--- src/design/assert_macros.svh ---
// assertion macros shared by the probe modules
// depends on nothing; included by the files that carry assertions
`ifndef ASSERT_MACROS_SVH
`define ASSERT_MACROS_SVH

// same-cycle implication, disabled while reset is held
`define CHK_NOW(lbl, clk, rst_n, ante, cons) \
  lbl: assert property (@(posedge clk) disable iff (!rst_n) (ante) |-> (cons)) \
    else $error("assertion failed");

// next-cycle implication, disabled while reset is held
`define CHK_NEXT(lbl, clk, rst_n, ante, cons) \
  lbl: assert property (@(posedge clk) disable iff (!rst_n) (ante) |=> (cons)) \
    else $error("assertion failed");

`endif

--- src/design/chsp_pkg.sv ---
// types and constants of the closest surface height probe
// no dependencies; imported by the controller, datapath and top level
package chsp_pkg;

  // register indexes of the configuration port
  localparam logic [2:0] CFG_UP_X       = 3'd0;
  localparam logic [2:0] CFG_UP_Y       = 3'd1;
  localparam logic [2:0] CFG_UP_Z       = 3'd2;
  localparam logic [2:0] CFG_MEAN_LEVEL = 3'd3;
  localparam logic [2:0] CFG_BASE_RAD   = 3'd4;

  // reset values
  localparam logic signed [15:0] UP_Z_RST   = 16'sd16384;
  localparam logic [26:0]        R8_RST     = 27'd2560;     // (10 * 65536) >> 8
  localparam logic [53:0]        BEST_RST   = 54'd6553600;  // R8_RST squared
  localparam logic signed [51:0] ROUND_HALF = 52'sd8192;    // half of 2^14
  localparam int                 HEIGHT_SHIFT = 14;
  localparam int                 MAG_SHIFT    = 22;

  typedef enum logic [2:0] {
    S_IDLE,
    S_PROD,
    S_CROSS,
    S_MAG,
    S_SQ,
    S_CMP,
    S_EMIT
  } state_t;

  // controller to datapath
  typedef struct packed {
    logic ld_start;  // start transaction: load gauge, clear search
    logic ld_node;   // node transaction: capture node
    logic upd;       // compare and update the nearest node
    logic emit;      // load the result register
  } cmd_t;

  // datapath to controller
  typedef struct packed {
    logic last;      // captured node ends the scan
    logic out_free;  // result register can take a new result
  } sts_t;

endpackage

--- src/design/chsp_ctrl.sv ---
// controller state machine of the closest surface height probe
// depends on chsp_pkg and assert_macros.svh
`include "assert_macros.svh"

module chsp_ctrl
  import chsp_pkg::*;
(
  input  logic clk,
  input  logic rst_n,
  input  logic in_tvalid,
  input  logic in_action,
  output logic in_tready,
  input  sts_t sts,
  output cmd_t cmd
);

  state_t state_r, state_nxt;

  // state register
  always_ff @(posedge clk) begin
    if (!rst_n) begin
      state_r <= S_IDLE;
    end else begin
      state_r <= state_nxt;
    end
  end

  // next state
  always_comb begin
    state_nxt = state_r;
    case (state_r)
      S_IDLE: begin
        if (in_tvalid && in_action) state_nxt = S_PROD;
      end
      S_PROD:  state_nxt = S_CROSS;
      S_CROSS: state_nxt = S_MAG;
      S_MAG:   state_nxt = S_SQ;
      S_SQ:    state_nxt = S_CMP;
      S_CMP: begin
        state_nxt = sts.last ? S_EMIT : S_IDLE;
      end
      S_EMIT: begin
        if (sts.out_free) state_nxt = S_IDLE;
      end
      default: state_nxt = S_IDLE;
    endcase
  end

  // outputs
  always_comb begin
    in_tready    = (state_r == S_IDLE);
    cmd.ld_start = (state_r == S_IDLE) && in_tvalid && !in_action;
    cmd.ld_node  = (state_r == S_IDLE) && in_tvalid && in_action;
    cmd.upd      = (state_r == S_CMP);
    cmd.emit     = (state_r == S_EMIT) && sts.out_free;
  end

  `CHK_NEXT(a_node_starts_scan, clk, rst_n, cmd.ld_node, state_r == S_PROD)
  `CHK_NEXT(a_emit_returns_idle, clk, rst_n, cmd.emit, state_r == S_IDLE)
  `CHK_NOW(a_one_load_at_a_time, clk, rst_n, cmd.ld_node || cmd.ld_start, !cmd.upd && !cmd.emit)

endmodule

--- config.mk ---
export PLATFORM = sky130hd
export DESIGN_NAME = chsp_ctrl
export DESIGN_NICKNAME = d
export VERILOG_FILES = /design/src/design/chsp_pkg.sv /design/src/design/chsp_ctrl.sv
export VERILOG_INCLUDE_DIRS = /design/src /design/src/design
export SDC_FILE = /design/constraint.sdc
export NUM_CORES = 1
export LEC_CHECK = 0
export ABC_AREA = 1
export BUFFER_PORTS_ARGS = -buffer_cell sky130_fd_sc_hd__buf_2
export CELL_PAD_IN_SITES_DETAIL_PLACEMENT = 0
export CELL_PAD_IN_SITES_GLOBAL_PLACEMENT = 1
export CORE_AREA = 2 2 39 41
export DETAILED_ROUTE_END_ITERATION = 16
export DIE_AREA = 0 0 41 43
export PLACE_DENSITY_LB_ADDON = 0.1
export SKIP_LAST_GASP = 1
export SYNTH_ARGS = -nofsm -noshare
export SYNTH_HDL_FRONTEND = slang
export SYNTH_SLANG_ARGS = --single-unit
--- constraint.sdc ---
create_clock -name clk -period 1.37 [get_ports clk]
set_clock_uncertainty 0.05 [all_clocks]
set_input_delay 0 -clock clk [delete_from_list [all_inputs] [get_ports clk]]
set_output_delay 0 -clock clk [all_outputs]
set_load 0.02 [all_outputs]
==> results of run 1 <==
==> critical path, cell delays in order, from the launching register on <==
cell	delay, ns
sky130_fd_sc_hd__dfxtp_1	0.35
sky130_fd_sc_hd__nor2_2	0.15
sky130_fd_sc_hd__nand2_2	0.07
sky130_fd_sc_hd__inv_2	0.07
sky130_fd_sc_hd__nand2_1	0.05
sky130_fd_sc_hd__nor2_1	0.07
sky130_fd_sc_hd__buf_2	0.16
==> power by group through the flow <==
stage               logic (mW)  registers [mW]  clock network (mW)
floorplan                0.106           0.118                   0
global placement         0.140           0.123                   0
detailed placement       0.142           0.123                   0
CTS                      0.145           0.121               0.168
global route             0.168           0.124               0.180
finish                   0.142           0.121               0.159
==> cell usage in the layout (no fill, tap or decap), drive strengths merged <==
cell type	n
buf	10
dfxtp	3
nor3	1
a21oi	1
nor2	7
inv	8
nand4	2
nand2	10
dlygate4sd3	1
clkbuf	4
nand3	4
==> stage by stage <==
stage	util	hold WS, ns	power [mW]	cells
floorplan	-	0.0298	0.224	36
global placement	0.203	0.155	0.263	62
detailed placement	0.203	0.164	0.265	62
CTS	0.230	0.0793	0.433	67
global route	0.230	0.107	0.472	67
finish	0.230	0.0872	0.422	67
==> repair_timing <==
| item | 4_1_cts | 5_1_grt |
|---|---|---|
| hold endpoints to repair | 3 | 0 |
| hold buffers | 1 | 0 |
| endpoints found under the setup margin | 0 | 0 |
==> path summary, 6_finish.rpt <==
kind / from / end / slack (ns) / cells past startpoint
setup / recovery: state_r[1]$_SDFFE_PN0P_ / cmd[3] / 0.17 / 6
hold / removal: in_tvalid / state_r[0]$_SDFFE_PN0P_ / 0.09 / 5
setup reg to reg: state_r[0]$_SDFFE_PN0P_ / state_r[2]$_SDFFE_PN0P_ / 0.37 / 5
hold reg to reg: state_r[2]$_SDFFE_PN0P_ / state_r[0]$_SDFFE_PN0P_ / 0.62 / 3
==> area by class of cell <==
class / count / area share
Clock buffer: 4 / 0.0827
Tap cell: 16 / 0.0630
Sequential cell: 3 / 0.189
Multi-Input combinational cell: 25 / 0.382
Inverter: 8 / 0.0945
Timing Repair Buffer: 11 / 0.189
==> metal layers <==
layer	vias up	share of wire	GRT usage
li1	140	-	-
met1	105	0.50	0.0927
met2	11	0.39	0.0875
met3	0	0.11	0.0785
met4	0	0	0.0200
met5	-	0	0
==> kinds of logic (layout without fill, tap and decap cells) <==
kind of cell / count (synthesis) / in the layout
buffers and inverters: 8 / 23
flip-flops: 3 / 3
AO/OA/AOI/OAI: 1 / 1
AND/OR/NAND/NOR: 24 / 24
==> run summary, run 1 <==
============================================================================================
Initial antenna violation count                                                            0
Hpwl dp                                                                               410 µm
Main combinational cell family by area after synthesis                          simple AND/OR/NAND/NOR gates
Post-CTS resize count                                                                      0
Gpl congestion                                                                         0.587
IO Count                                                                                  11
Synthesized area divided by synthesized cell count                                  5.87 µm²
First drt pass iteration count                                                             4
Number of remaining DRC errors                                                             0
Net total in the final layout                                                             58
Total number of H-tree levels                                                              1
Number of post-CTS setup repair buffers                                                    0
Total clock buffers created by CTS                                                         3
Storage element area                                                                60.1 µm²
Critical path data arrival time                                                      1.15 ns
Max reg flops                                                                              3
Starting DRT DRC Count                                                                     8
Post-synth ARST share                                                                      0
Hold/Removal Path Class                                                               in2reg
Per-cell routed wire length                                                          7.73 µm
Pwr Density                                                                      1330 mW/mm²
Sequential cell area fraction in the yosys report                                      0.284
Critical path class                                                                  reg2out
Post-synthesis mux area share                                                              0
Remaining global-route overflow                                                            0
Sinks on the clock net                                                                     3
Internal power of the cells                                                         0.263 mW
Number of setup violations in the final report                                             0
Post-route setup TNS                                                                    0 ns
Count of synthesis-stage warnings from yosys                                               0
Count of final max-slew check failures                                                     0
Basic-gate share of the synthesized area counting and, or, nand and nor cells          0.550
Final clock period utilization by the worst path                                       0.876
CTS tree                                                                               built
Port Buf Inserts                                                                          10
Floorplan die area                                                               0.00176 mm²
Required time of the critical path                                                   1.32 ns
Post-detailed-route via-to-cell ratio                                                   3.82
Clk_lat worst skew                                                                   0.24 ns
Cell area after synthesis                                                            211 µm²
Clock share of power                                                                   0.377
Register bit count reported by yosys                                                       3
RSZ-0062 raised after global routing                                                   false
Registers with the highest flip-flop counts                                      state_r (3)
Overall global routing resource usage                                                 0.0752
Number of global-route vias before repair                                                200
XOR/XNOR share of the synthesized area                                                     0
Critical Path Source Type                                                               flop
Number of endpoints with negative hold slack in the final report                           0
Row count                                                                                 14
Total area of multi-input combinational cells                                        121 µm²
Worst vdd rail ir drop                                                              0.500 mV
Fillcell total                                                                           173
Worst-margin pin slew                                                               0.237 ns
Count of cell types in the netlist                                                        12
Fraction of the mapped netlist area in compound gates                                 0.0237
Switching fraction of total power                                                      0.377
Post-Syn Instances                                                                        36
Pin count of the biggest net entering global routing                                       7
Min Clock Period, post-route                                                         1.20 ns
Net load switching power                                                            0.159 mW
Aggregate routed wire length                                                          518 µm
Combinational Power Share                                                              0.336
P&R area growth vs syn                                                                 50.3%
Static Leakage                                                                      0.183 nW
Critical Path Sink Type                                                         primary output
Sequential power share                                                                 0.286
Share of the synthesized area in the top cell type                                     0.284
Number of max-capacitance violations reported                                              0
Top FF cell, synth                                                              sky130_fd_sc_hd__dfxtp_1
Number of enable flip-flop cells after synthesis                                           0
Antenna diode count                                                                        0
Count of antenna-violating nets left after detailed routing                                0
Share of final-layout standard cells stronger than drive strength 1                    0.412
Clock Pin Slew Worst Setup and Hold Paths                                            0.04 ns
Count leader, synth                                                             sky130_fd_sc_hd__nand2_1
Overall die height                                                                     43 µm
Final Instance Area                                                                  318 µm²
CTS Root Buffer Type                                                            sky130_fd_sc_hd__clkbuf_4
Max Clk Rate                                                                         834 MHz
Buffers from clock root to sink, at most                                                   2
Register ranked first by flip-flop count                                             state_r
Top post-synthesis cells by area                                                sky130_fd_sc_hd__dfxtp_1, sky130_fd_sc_hd__nand2_1, sky130_fd_sc_hd__inv_1
Cell area after placement                                                            282 µm²
Worst slew slack as a fraction of its limit                                            0.842
First-pass GRT wire length                                                            828 µm
Final critical-path setup slack                                                     0.170 ns
Status                                                                          complete, no violations
Most used standard cells in the synthesized netlist                             sky130_fd_sc_hd__nand2_1, sky130_fd_sc_hd__inv_1, sky130_fd_sc_hd__nor2_1
Area inside the core boundary                                                    0.00138 mm²
Worst Path Max Fanout                                                                      6
Chip Width                                                                             41 µm
Effective utilization at floorplan                                                     0.153
Cell accounting for the most synthesized area                                   sky130_fd_sc_hd__dfxtp_1
DP Worst Slack                                                                      0.373 ns
Number of vias after detailed routing                                                    256
Synthesized net count                                                                     42
Fraction of the mapped netlist area in adder cells                                         0
============================================================================================
Note: power is estimated with default switching activity, not from simulation.
==> inputs of run 2 (changes only) <==
Settings changed: ABC_AREA 1 to 0, ABC_CLOCK_PERIOD_IN_PS set to 1370.
==> run 2 against run 1 <==
Net effect: clock power down 3%; critical path depth shrank 3; combinational power decreased by 56%; routed wire length fell by 2.9%; maximum frequency down 4.6%; critical endpoint is now cmd[0]; total power shrank 22%; sequential power fell by 8%; critical path type unchanged; synthesized cell count fell by 28%.
==> run summary, run 2 <==
=====================================================================================
Status                                                                   complete, no violations
Most frequent standard cell in the layout excluding fill and tap cells   sky130_fd_sc_hd__buf_2
First-pass GRT wire length                                                     807 µm
Buffering stage count on the worst path with inverters included                     1
Fillcell total                                                                    169
Most frequent cells in the layout                                        sky130_fd_sc_hd__buf_2, sky130_fd_sc_hd__nand2_1, sky130_fd_sc_hd__clkbuf_4, sky130_fd_sc_hd__dfxtp_1
Chip Width                                                                      41 µm
Pwr Density                                                               1090 mW/mm²
Min Clock Period, post-route                                                  1.26 ns
Number of enable flip-flop cells after synthesis                                    0
CTS Root Buffer Type                                                     sky130_fd_sc_hd__clkbuf_4
Critical path class                                                           reg2out
Total clock buffers created by CTS                                                  3
Post-route worst hold slack                                                 0.0493 ns
Clock Pin Slew Worst Setup and Hold Paths                                     0.04 ns
Register ranked first by flip-flop count                                      state_r
Total number of H-tree levels                                                       1
Row count                                                                          14
Overall global routing resource usage                                          0.0701
Top post-synthesis cells by area                                         sky130_fd_sc_hd__dfxtp_1, sky130_fd_sc_hd__buf_4, sky130_fd_sc_hd__nand2_1
Critical Path Source Type                                                        flop
Slowest cell on crit path                                                sky130_fd_sc_hd__dfxtp_1
Worst Path Max Fanout                                                               9
Pin count of the biggest net entering global routing                               10
Number of max-capacitance violations reported                                       0
Port Buf Inserts                                                                   10
Synthesized net count                                                              32
Post-Layout Cell Count                                                             54
Count leader, synth                                                      sky130_fd_sc_hd__nand2_1
Count of synthesis-stage warnings from yosys                                        0
Remaining global-route overflow                                                     0
Overall die height                                                              43 µm
Starting DRT DRC Count                                                              0
Synthesized area divided by synthesized cell count                           8.28 µm²
Effective utilization at floorplan                                              0.156
Hpwl dp                                                                        360 µm
Top FF cell, synth                                                       sky130_fd_sc_hd__dfxtp_1
Post-route setup TNS                                                             0 ns
Register bit count reported by yosys                                                3
Clk_lat worst skew                                                            0.23 ns
Share of the synthesized area in the top cell type                              0.279
Cell area after placement                                                     265 µm²
Count of cell types in the netlist                                                 18
IO Count                                                                           11
Number of global-route vias before repair                                         205
Number of post-CTS setup repair buffers                                             0
RSZ-0062 raised after global routing                                            false
Antenna diode count                                                                 0
Post-synth ARST share                                                               0
Critical Path Sink Type                                                  primary output
Aggregate routed wire length                                                   503 µm
Post-detailed-route via-to-cell ratio                                            4.02
Floorplan die area                                                        0.00176 mm²
Number of setup violations in the final report                                      0
Final Instance Area                                                           302 µm²
Most used standard cells in the synthesized netlist                      sky130_fd_sc_hd__nand2_1, sky130_fd_sc_hd__dfxtp_1, sky130_fd_sc_hd__buf_4, sky130_fd_sc_hd__nor2_1, sky130_fd_sc_hd__nor3b_1
Share of final-layout standard cells stronger than drive strength 1             0.395
Max Clk Rate                                                                  795 MHz
Number of vias after detailed routing                                             217
Required time of the critical path                                            1.32 ns
Maximum single-stage delay on the critical path                               0.47 ns
Registers with the highest flip-flop counts                               state_r (3)
Buffers from clock root to sink, at most                                            2
Cell area after synthesis                                                     215 µm²
CTS tree                                                                        built
Gpl congestion                                                                  0.683
Top delay family on crit path                                              flip-flops
Number of remaining DRC errors                                                      0
Worst-margin pin slew                                                        0.319 ns
Hold/Removal Path Class                                                        in2reg
Hold bufs inserted after CTS                                                        1
Net total in the final layout                                                      45
Critical path cell sequence                                              nand2_1 -> nor3b_1 -> buf_2
Post-layout total power                                                      0.328 mW
Count of antenna-violating nets left after detailed routing                         0
Number of endpoints with negative hold slack in the final report                    0
Cell accounting for the most synthesized area                            sky130_fd_sc_hd__dfxtp_1
Post-Syn Instances                                                                 26
Area inside the core boundary                                             0.00138 mm²
Sequential cell area fraction in the yosys report                               0.279
Post-CTS resize count                                                               0
Per-cell routed wire length                                                   9.31 µm
Sinks on the clock net                                                              3
Initial antenna violation count                                                     0
First drt pass iteration count                                                      1
Max reg flops                                                                       3
Worst vdd rail ir drop                                                       0.154 mV
Worst slew slack as a fraction of its limit                                     0.787
Count of final max-slew check failures                                              0
Cell count after placement                                                         49
Final clock period utilization by the worst path                                0.918
Static Leakage                                                               0.140 nW
Critical path data arrival time                                               1.21 ns
P&R area growth vs syn                                                          40.1%
=====================================================================================
-- run 2: cell count changes in the layout (fill, tap and decap cells not counted), moves of 2 or more --
cell	before	now
sky130_fd_sc_hd__nor2_2	2	0
sky130_fd_sc_hd__nand3_1	3	0
sky130_fd_sc_hd__nand2_2	2	0
sky130_fd_sc_hd__nor2_1	5	2
sky130_fd_sc_hd__nor3b_1	0	2
sky130_fd_sc_hd__inv_2	3	0
sky130_fd_sc_hd__nand4_1	2	0
sky130_fd_sc_hd__inv_1	5	0
sky130_fd_sc_hd__nand2_1	8	4
-- run 2: final timing paths --
check,start,endpoint,slack [ns],depth (start not counted)
worst max register to register,state_r[0]$_SDFFE_PN0P_,state_r[2]$_SDFFE_PN0P_,0.16,3
worst max-delay path,state_r[2]$_SDFFE_PN0P_,cmd[0],0.11,3
worst min register to register,state_r[1]$_SDFFE_PN0P_,state_r[1]$_SDFFE_PN0P_,0.54,2
worst min-delay path,sts[0],state_r[1]$_SDFFE_PN0P_,0.05,4
-- run 2: through the flow --
stage	utilization	worst slack, ns
after floorplan	-	0.171
after global placement	0.192	0.161
after detailed placement	0.192	0.173
after CTS	0.218	0.0782
after global routing	0.218	0.0124
final	0.218	0.112
-- run 2: final cells by class --
type | instances | area, µm² | share of cell area
clock buffers | 4 | 26.3 | 0.0871
multi-input cells | 20 | 135 | 0.448
flip-flops and latches | 3 | 60.1 | 0.199
well taps | 16 | 20.0 | 0.0664
repair buffers | 11 | 60.1 | 0.199
-- run 2: where the power goes --
group | total (mW) | switching (mW) | internal, mW
logic | 0.0629 | 0.0317 | 0.0313
registers | 0.111 | 0.0160 | 0.0946
clock network | 0.155 | 0.0456 | 0.109
total | 0.328 | 0.0933 | 0.235
-- run 2: tightest hold or removal path, stage by stage --
cell	delay [ns]
sky130_fd_sc_hd__buf_2	0.10
sky130_fd_sc_hd__a21oi_1	0.06
sky130_fd_sc_hd__nand2_1	0.06
sky130_fd_sc_hd__a21boi_1	0.06
-- run 2: layer usage --
layer | global-route usage | vias up | wire [µm]
li1 | - | 113 | -
met1 | 0.0895 | 97 | 220
met2 | 0.0844 | 7 | 250
met3 | 0.0157 | 0 | 31
met4 | 0.0800 | 0 | 0
met5 | 0 | - | 0
-- run 2: kinds of logic after synthesis --
family,Yosys count,share of synthesized area
simple gates,16,0.494
compound gates,4,0.134
flops,3,0.279
buf+inv,3,0.0930
